[config.mk]
export PLATFORM = sky130hd
export DESIGN_NAME = sorted_priority_queue
export DESIGN_NICKNAME = d
export VERILOG_FILES = /design/src/rtl/spq_pkg.sv /design/src/rtl/spq_cell.sv /design/src/rtl/sorted_priority_queue.sv
export SDC_FILE = /design/constraint.sdc
export NUM_CORES = 2
export LEC_CHECK = 0
export BUFFER_PORTS_ARGS = -buffer_cell sky130_fd_sc_hd__buf_2
export CORE_MARGIN = 8
export CORE_UTILIZATION = 50
export CTS_CLUSTER_DIAMETER = 100
export DETAILED_ROUTE_END_ITERATION = 10
export GPL_TIMING_DRIVEN = 0
export PLACE_DENSITY_LB_ADDON = 0.1
export SYNTH_ARGS = -nofsm -noshare
export SYNTH_HDL_FRONTEND = slang
export SYNTH_SLANG_ARGS = --single-unit
[constraint.sdc]
create_clock -name clk -period 16.4 [get_ports clk]
set_input_delay 1.64 -clock clk [delete_from_list [all_inputs] [get_ports clk]]
set_output_delay 1.64 -clock clk [all_outputs]
set_load 0.01 [all_outputs]
[src/rtl/spq_pkg.sv]
// ----------------------------------------------------------------------------
// spq_pkg
// Types and codes shared by the sorted priority queue modules.
// ----------------------------------------------------------------------------
`timescale 1ns / 1ps

package spq_pkg;

  // Command kinds
  localparam logic KIND_INSERT = 1'b0;
  localparam logic KIND_REMOVE = 1'b1;

  // Status codes
  localparam logic [1:0] STATUS_OK           = 2'd0;
  localparam logic [1:0] STATUS_REMOVE_EMPTY = 2'd1;
  localparam logic [1:0] STATUS_INSERT_FULL  = 2'd2;

  // Order modes
  localparam logic MODE_LARGEST_FIRST  = 1'b0;
  localparam logic MODE_SMALLEST_FIRST = 1'b1;

  typedef struct packed {
    logic               kind;
    logic signed [31:0] value;
  } spq_in_t;

  typedef struct packed {
    logic signed [31:0] taken_value;
    logic signed [31:0] head_value;
    logic signed [31:0] tail_value;
    logic [4:0]         entry_count;
    logic               is_empty;
    logic [1:0]         status;
  } spq_out_t;

  // Value travelling down the cell row during an insert.
  // shift: the value was displaced and must go into the next cell unconditionally.
  typedef struct packed {
    logic               active;
    logic               shift;
    logic signed [31:0] value;
  } spq_carry_t;

  // Landing report of one cell.
  typedef struct packed {
    logic hit;     // travelling value lands in this empty cell
    logic direct;  // it is the inserted value itself (not a displaced one)
  } spq_land_t;

endpackage

[src/rtl/spq_cell.sv]
// ----------------------------------------------------------------------------
// spq_cell
// One slot of the sorted row: holds a value, takes part in the insert wave
// and in the left shift of a removal.
// ----------------------------------------------------------------------------
`timescale 1ns / 1ps

module spq_cell (
  input  logic               clk,
  input  logic               rst,
  input  logic               order_mode,
  input  spq_pkg::spq_carry_t carry_in,
  input  logic               shift_left,
  input  logic               right_valid,
  input  logic signed [31:0] right_value,
  output logic signed [31:0] value,
  output logic               valid,
  output spq_pkg::spq_carry_t carry_out,
  output spq_pkg::spq_land_t  land
);
  import spq_pkg::*;

  logic               beats;
  logic               take;
  logic               carry_act;
  logic               carry_shift;
  logic signed [31:0] carry_val;

  // Stored value has priority over the travelling one only if strictly better; on a tie the travelling value wins.
  assign beats = (order_mode == MODE_SMALLEST_FIRST) ? (value < carry_in.value)
                                                     : (value > carry_in.value);

  // Take the travelling value: empty cell, forced shift, or it wins here.
  assign take = carry_in.active && (!valid || carry_in.shift || !beats);

  assign land.hit    = carry_in.active && !valid;
  assign land.direct = carry_in.active && !valid && !carry_in.shift;

  assign carry_out = '{active: carry_act, shift: carry_shift, value: carry_val};

  always_ff @(posedge clk) begin
    if (rst) begin
      valid     <= 1'b0;
      carry_act <= 1'b0;
    end else begin
      carry_act <= carry_in.active && valid;
      if (shift_left) begin
        valid <= right_valid;
      end else if (carry_in.active) begin
        valid <= 1'b1;
      end
    end
  end

  always_ff @(posedge clk) begin
    if (shift_left) begin
      value <= right_value;
    end else if (take) begin
      value <= carry_in.value;
    end
    // Pass the loser on: the displaced stored value, or the incoming one.
    if (take) begin
      carry_shift <= 1'b1;
      carry_val   <= value;
    end else begin
      carry_shift <= 1'b0;
      carry_val   <= carry_in.value;
    end
  end

endmodule

[src/rtl/sorted_priority_queue.sv]
// ----------------------------------------------------------------------------
// sorted_priority_queue
// Sorted list priority queue built as a row of DEPTH cells.
// ----------------------------------------------------------------------------
// Usage:
//   Command channel: an item (cmd) is taken at a clock edge with start high
//   and busy low. cmd.kind selects insert or remove of the head.
//   Result channel: done is high for exactly one cycle with the result on
//   result; it cannot be held off, so capture it in that cycle.
//   Config channel: cfg_data (order mode) is written when cfg_valid and
//   cfg_ready are both high; cfg_ready is high while the queue is idle.
// Operation:
//   An insert walks down the cell row one cell per cycle until it reaches
//   the first empty cell; the queue then passes through the report state,
//   raises done and returns to idle before the next item can be taken.
//   A remove shifts the whole row left at the accepting edge and goes
//   straight to the report state, which raises done and returns to idle.
//   Error cases (insert on full, remove on empty) take that same short path.
// Reset:
//   rst (synchronous) empties the queue and selects largest-first order.
//   Cell contents are not cleared; only valid flags and the count are.
// ----------------------------------------------------------------------------
`timescale 1ns / 1ps

module sorted_priority_queue #(
  parameter int DEPTH = 16
) (
  input  logic              clk,
  input  logic              rst,
  input  logic              start,
  output logic              busy,
  input  spq_pkg::spq_in_t  cmd,
  output logic              done,
  output spq_pkg::spq_out_t result,
  input  logic              cfg_valid,
  output logic              cfg_ready,
  input  logic              cfg_data
);
  import spq_pkg::*;

  localparam int COUNT_W = $clog2(DEPTH + 1);

  localparam logic [1:0] S_IDLE   = 2'd0;
  localparam logic [1:0] S_WALK   = 2'd1;
  localparam logic [1:0] S_REPORT = 2'd2;

  logic [1:0]         state;
  logic [COUNT_W-1:0] count;
  logic               order_mode;

  // Insert wave entry register feeding cell 0
  logic               entry_act;
  logic signed [31:0] entry_val;

  // Per-step bookkeeping
  logic signed [31:0] tail;
  logic signed [31:0] taken;
  logic [1:0]         status;

  // Cell row wiring
  spq_carry_t         carry [DEPTH+1];
  logic signed [31:0] cell_value [DEPTH];
  logic [DEPTH-1:0]   cell_valid;
  logic [DEPTH-1:0]   hit_vec;
  logic [DEPTH-1:0]   direct_vec;

  logic accept;
  logic is_full;
  logic is_zero;
  logic do_remove;
  logic hit_any;
  logic direct_any;

  assign accept     = start && !busy;
  assign busy       = (state != S_IDLE);
  assign cfg_ready  = (state == S_IDLE);
  assign is_full    = (count == COUNT_W'(DEPTH));
  assign is_zero    = (count == '0);
  assign do_remove  = accept && (cmd.kind == KIND_REMOVE) && !is_zero;
  assign hit_any    = |hit_vec;
  assign direct_any = |direct_vec;

  assign carry[0] = '{active: entry_act, shift: 1'b0, value: entry_val};

  // Row of cells; cell 0 is the head.
  for (genvar i = 0; i < DEPTH; i++) begin : g_cell
    spq_land_t          land;
    logic               nb_valid;
    logic signed [31:0] nb_value;

    if (i == DEPTH - 1) begin : g_last
      assign nb_valid = 1'b0;
      assign nb_value = '0;
    end else begin : g_mid
      assign nb_valid = cell_valid[i+1];
      assign nb_value = cell_value[i+1];
    end

    spq_cell u_cell (
      .clk        (clk),
      .rst        (rst),
      .order_mode (order_mode),
      .carry_in   (carry[i]),
      .shift_left (do_remove),
      .right_valid(nb_valid),
      .right_value(nb_value),
      .value      (cell_value[i]),
      .valid      (cell_valid[i]),
      .carry_out  (carry[i+1]),
      .land       (land)
    );

    assign hit_vec[i]    = land.hit;
    assign direct_vec[i] = land.direct;
  end

  // Control: state, count, mode, wave entry, result strobe
  always_ff @(posedge clk) begin
    if (rst) begin
      state      <= S_IDLE;
      count      <= '0;
      order_mode <= MODE_LARGEST_FIRST;
      entry_act  <= 1'b0;
      done       <= 1'b0;
    end else begin
      entry_act <= 1'b0;
      done      <= 1'b0;
      if (cfg_valid && cfg_ready) begin
        order_mode <= cfg_data;
      end
      unique case (state)
        S_IDLE: begin
          if (accept) begin
            if (cmd.kind == KIND_INSERT && !is_full) begin
              // Launch the wave; count is updated at once, before it lands.
              entry_act <= 1'b1;
              count     <= count + 1'b1;
              state     <= S_WALK;
            end else begin
              if (do_remove) begin
                count <= count - 1'b1;
              end
              state <= S_REPORT;
            end
          end
        end
        S_WALK: begin
          // Hold until the travelling value lands in the first empty cell.
          if (hit_any) begin
            state <= S_REPORT;
          end
        end
        S_REPORT: begin
          done  <= 1'b1;
          state <= S_IDLE;
        end
        default: begin
          state <= S_IDLE;
        end
      endcase
    end
  end

  // Payload: step bookkeeping and the result register
  always_ff @(posedge clk) begin
    if (accept) begin
      entry_val <= cmd.value;
      taken     <= do_remove ? cell_value[0] : 32'sd0;
      if (cmd.kind == KIND_INSERT) begin
        status <= is_full ? STATUS_INSERT_FULL : STATUS_OK;
      end else begin
        status <= is_zero ? STATUS_REMOVE_EMPTY : STATUS_OK;
      end
    end
    // Tail changes only when the inserted value itself ends up last;
    // a removal leaves the last value in place.
    if (state == S_WALK && direct_any) begin
      tail <= entry_val;
    end
    if (state == S_REPORT) begin
      result.taken_value <= taken;
      result.head_value  <= is_zero ? 32'sd0 : cell_value[0];
      result.tail_value  <= is_zero ? 32'sd0 : tail;
      result.entry_count <= 5'(count);
      result.is_empty    <= is_zero;
      result.status      <= status;
    end
  end

endmodule

==> reports/metrics.yaml <==
syn_area_um2: 58000
slowest_stage: "buf_1"
numCtsBuffers: 139
netlist_instances: 5148
final.period_utilization: 0.329
grt_pass1_wl_mm: 237
worstPathRequired_ns: 16.90
cts-root-buf: "clkbuf_16"
use_met1: 0.320
cp_data_arrival_time_ns: 5.90
synth_edf_count: 682
crit_type: "reg2reg"
cts.sinks: 1250
synth_nets: 5702
max_freq_mhz: 185
cp-startpoint: "count[0]"
crit_chain: "nor4_1 > nor2b_1 > or2_2 > clkbuf_1 > clkbuf_1 > buf_1 > nand2_1 > buf_16"
cts.htree.levels: 4
async_flop_share: 0
startpoint_type: "flip-flop"
crit_buf_inv: 4
finalMaxSlewViolations: 0
boundaryPins: 145
yosysWarningCount: 0
worstHoldStart: "taken[6]"
slowest_delay_ns: 0.99
dp_hpwl_mm: 119
synth-seq-cells: 1250
yosys_most_used_dff: "edfxtp_1"
reg2reg_from: "count[0]"
ctsHoldBuffers: 0
slew_headroom: 0.0851
coreArea_um2: 116000
die_h_um: 357
synth_area_per_cell_um2: 11.3
vias_per_cell: 5.50
crit_top_cell: "clkbuf_1"
finalCriticalPeriod_ns: 5.40
area_delta_synth_final_pct: 12.7
use_met3: 0.0346
first_iter_violations: 2687
clock_path_buffers: 3
setup_violations: 0
busiest_layer: "met2"
antenna_found_initial: 9
path_max_fanout: 20
via_count: 38900
grt_overflow: 0
grt_pass1_vias: 40400
power.leakage_nw: 26.9
hold_viol: 0
tns_ns: 0
finClkSkew_ns: 0.0249
final_net_count: 5996
path_clk_slew_ns: 0.06
routed_wl_mm: 156
ir_drop_mv: 0.134
maxCapViolCount: 0
grtUsageTotal: 0.242
post_cts_buffers: 0
cp_top_family: "buffers and inverters"
place_congestion: 0.869
tritoncts: "done"
design.die.area_um2: 127000
power_density_nw_per_um2: 137
cp-end-kind: "flip-flop"
rsz0062_at_grt: "no"
start_util: 0.502
die_w_um: 357
drc_errors: 0
wire_per_inst_um: 22.0
layout-drive-gt1-share: 0.162
first_pass_iters: 7
tightest_slew_ns: 1.37
ctsResizeCount: 0
ys_types: 67
ys_seq_area_frac: 0.549
hold_ws_ns: 0.417
clk_latency_ns: 0.77
gr-usage-met2: 0.412
row_count: 125
status: "complete, no violations"
port_buffers: 143
grt_max_degree: 51
drtAntennaViolNets: 0
hold_path.class: "reg2reg"
-- flip-flops by register name, summed over array words and instances (netlist names), 16 cells and up --
| name | flops |
|---|---|
| g_cell.u_cell.carry_val | 480 |
| tail | 32 |
| g_cell.u_cell.value | 512 |
| taken | 32 |
| g_cell.u_cell.valid | 16 |
| entry_val | 32 |
| result | 104 |
-- report_power, final --
part	switching (W)	total (W)	internal, W	leakage, nW
logic	0.00108	0.00174	0.000651	13.6
clock network	0.00131	0.00306	0.00175	2.17
registers	0.000308	0.00418	0.00387	11.1
-- cells in the mapped netlist, types with 8 or more instances --
master | n | area, um2
a211oi_1 | 33 | 248
a21boi_0 | 8 | 60.1
a21o_1 | 86 | 646
a21oi_1 | 181 | 906
a31oi_1 | 9 | 56.3
and2_1 | 32 | 200
and3_1 | 10 | 62.6
and4_1 | 28 | 245
buf_1 | 24 | 90.1
buf_2 | 26 | 130
clkbuf_1 | 136 | 510
dfxtp_1 | 568 | 11400
edfxtp_1 | 682 | 20500
ha_1 | 515 | 6440
inv_1 | 538 | 2020
mux2_2 | 452 | 5090
mux2_4 | 28 | 420
mux2i_1 | 50 | 500
nand2_1 | 660 | 2480
nand2b_1 | 24 | 150
nand3_1 | 33 | 165
nand3b_1 | 8 | 60.1
nand4_1 | 67 | 419
nor2_1 | 105 | 394
nor2b_1 | 83 | 519
nor3_1 | 38 | 190
nor4_1 | 18 | 113
o211ai_1 | 21 | 158
o21ai_0 | 561 | 2810
o31a_1 | 8 | 70.1
o32ai_1 | 10 | 87.6
or2_2 | 13 | 81.3
-- worst reg2reg max path: stages, from the launching register on --
cell and delay (ns):
dfxtp_1 0.37, nor4_1 0.50, nor2b_1 0.65, or2_2 0.22, clkbuf_1 0.52, clkbuf_1 0.66, buf_1 1.00, nand2_1 0.82
buf_16 0.40
-- cells by family (layout without fill, tap and decap cells) --
kind of cell,after synthesis,in the layout,synth area share
muxes,531,531,0.104
and+or+nand+nor,1139,1139,0.0902
AOI/OAI and AO/OA,973,973,0.0954
buffers and inverters,734,1145,0.0490
DFF,1250,1250,0.549
adders and majority gates,516,516,0.111
other,0,1,0
xor gates and xnor gates,5,5,0.000755
-- routing by layer --
| layer | wire (um) | up-vias | part of all wire |
|---|---|---|---|
| met4 | 4710 | 2 | 0.030 |
| li1 | - | 18800 | - |
| met2 | 75200 | 838 | 0.48 |
| met3 | 6880 | 276 | 0.044 |
| met1 | 69000 | 19000 | 0.44 |
| met5 | 13 | - | 0.000083 |
-- placed cells by master, fill, tap and decap left out, types with 23 or more instances in the layout --
| cell | instances |
|---|---|
| mux2_4 | 28 |
| clkbuf_1 | 182 |
| mux2i_1 | 50 |
| a21o_1 | 86 |
| and2_1 | 32 |
| clkbuf_16 | 142 |
| ha_1 | 515 |
| nand3_1 | 29 |
| and4_1 | 28 |
| edfxtp_1 | 682 |
| buf_2 | 169 |
| nand2b_1 | 23 |
| nand2_1 | 657 |
| mux2_2 | 452 |
| nand4_1 | 67 |
| o21ai_0 | 561 |
| dfxtp_1 | 568 |
| inv_1 | 538 |
| nor3_1 | 38 |
| nor2_1 | 105 |
| a21oi_1 | 181 |
| buf_1 | 24 |
| nor2b_1 | 82 |
| a211oi_1 | 33 |
-- layout make-up --
type / count / area (um2)
plain buffers: 194 / 817
flip-flops and latches: 1250 / 31900
diodes: 1 / 2.50
multi-input cells: 3164 / 23300
clock inverters: 52 / 487
repair buffers: 153 / 938
clock buffers: 206 / 3960
fillers: 10100 / 50200
well taps: 1524 / 1910
inverters: 540 / 2030
-- metrics by stage --
| step | utilization | setup slack [ns] | cells | power, W | area [um2] |
|---|---|---|---|---|---|
| global placement | 0.524 | 7.56 | 6815 | 0.00593 | 60600 |
| finish | 0.565 | 11.00 | 7084 | 0.00898 | 65300 |
| CTS | 0.565 | 10.96 | 7083 | 0.00904 | 65300 |
| global route | 0.565 | 10.76 | 7083 | 0.00943 | 65300 |
| floorplan | - | 10.48 | 5148 | 0.00528 | 58000 |
| detailed placement | 0.527 | 10.24 | 6825 | 0.00597 | 60900 |
-- path summary, 6_finish.rpt --
check | end | slack (ns) | depth (start not counted)
worst min register to register | result[78] | 0.42 | 0
worst min-delay path | result[78] | 0.42 | 0
worst max-delay path | g_cell[7].u_cell.value[17] | 11.00 | 8
worst max register to register | g_cell[7].u_cell.value[17] | 11.00 | 8
Note: power is estimated with default switching activity, not from simulation.
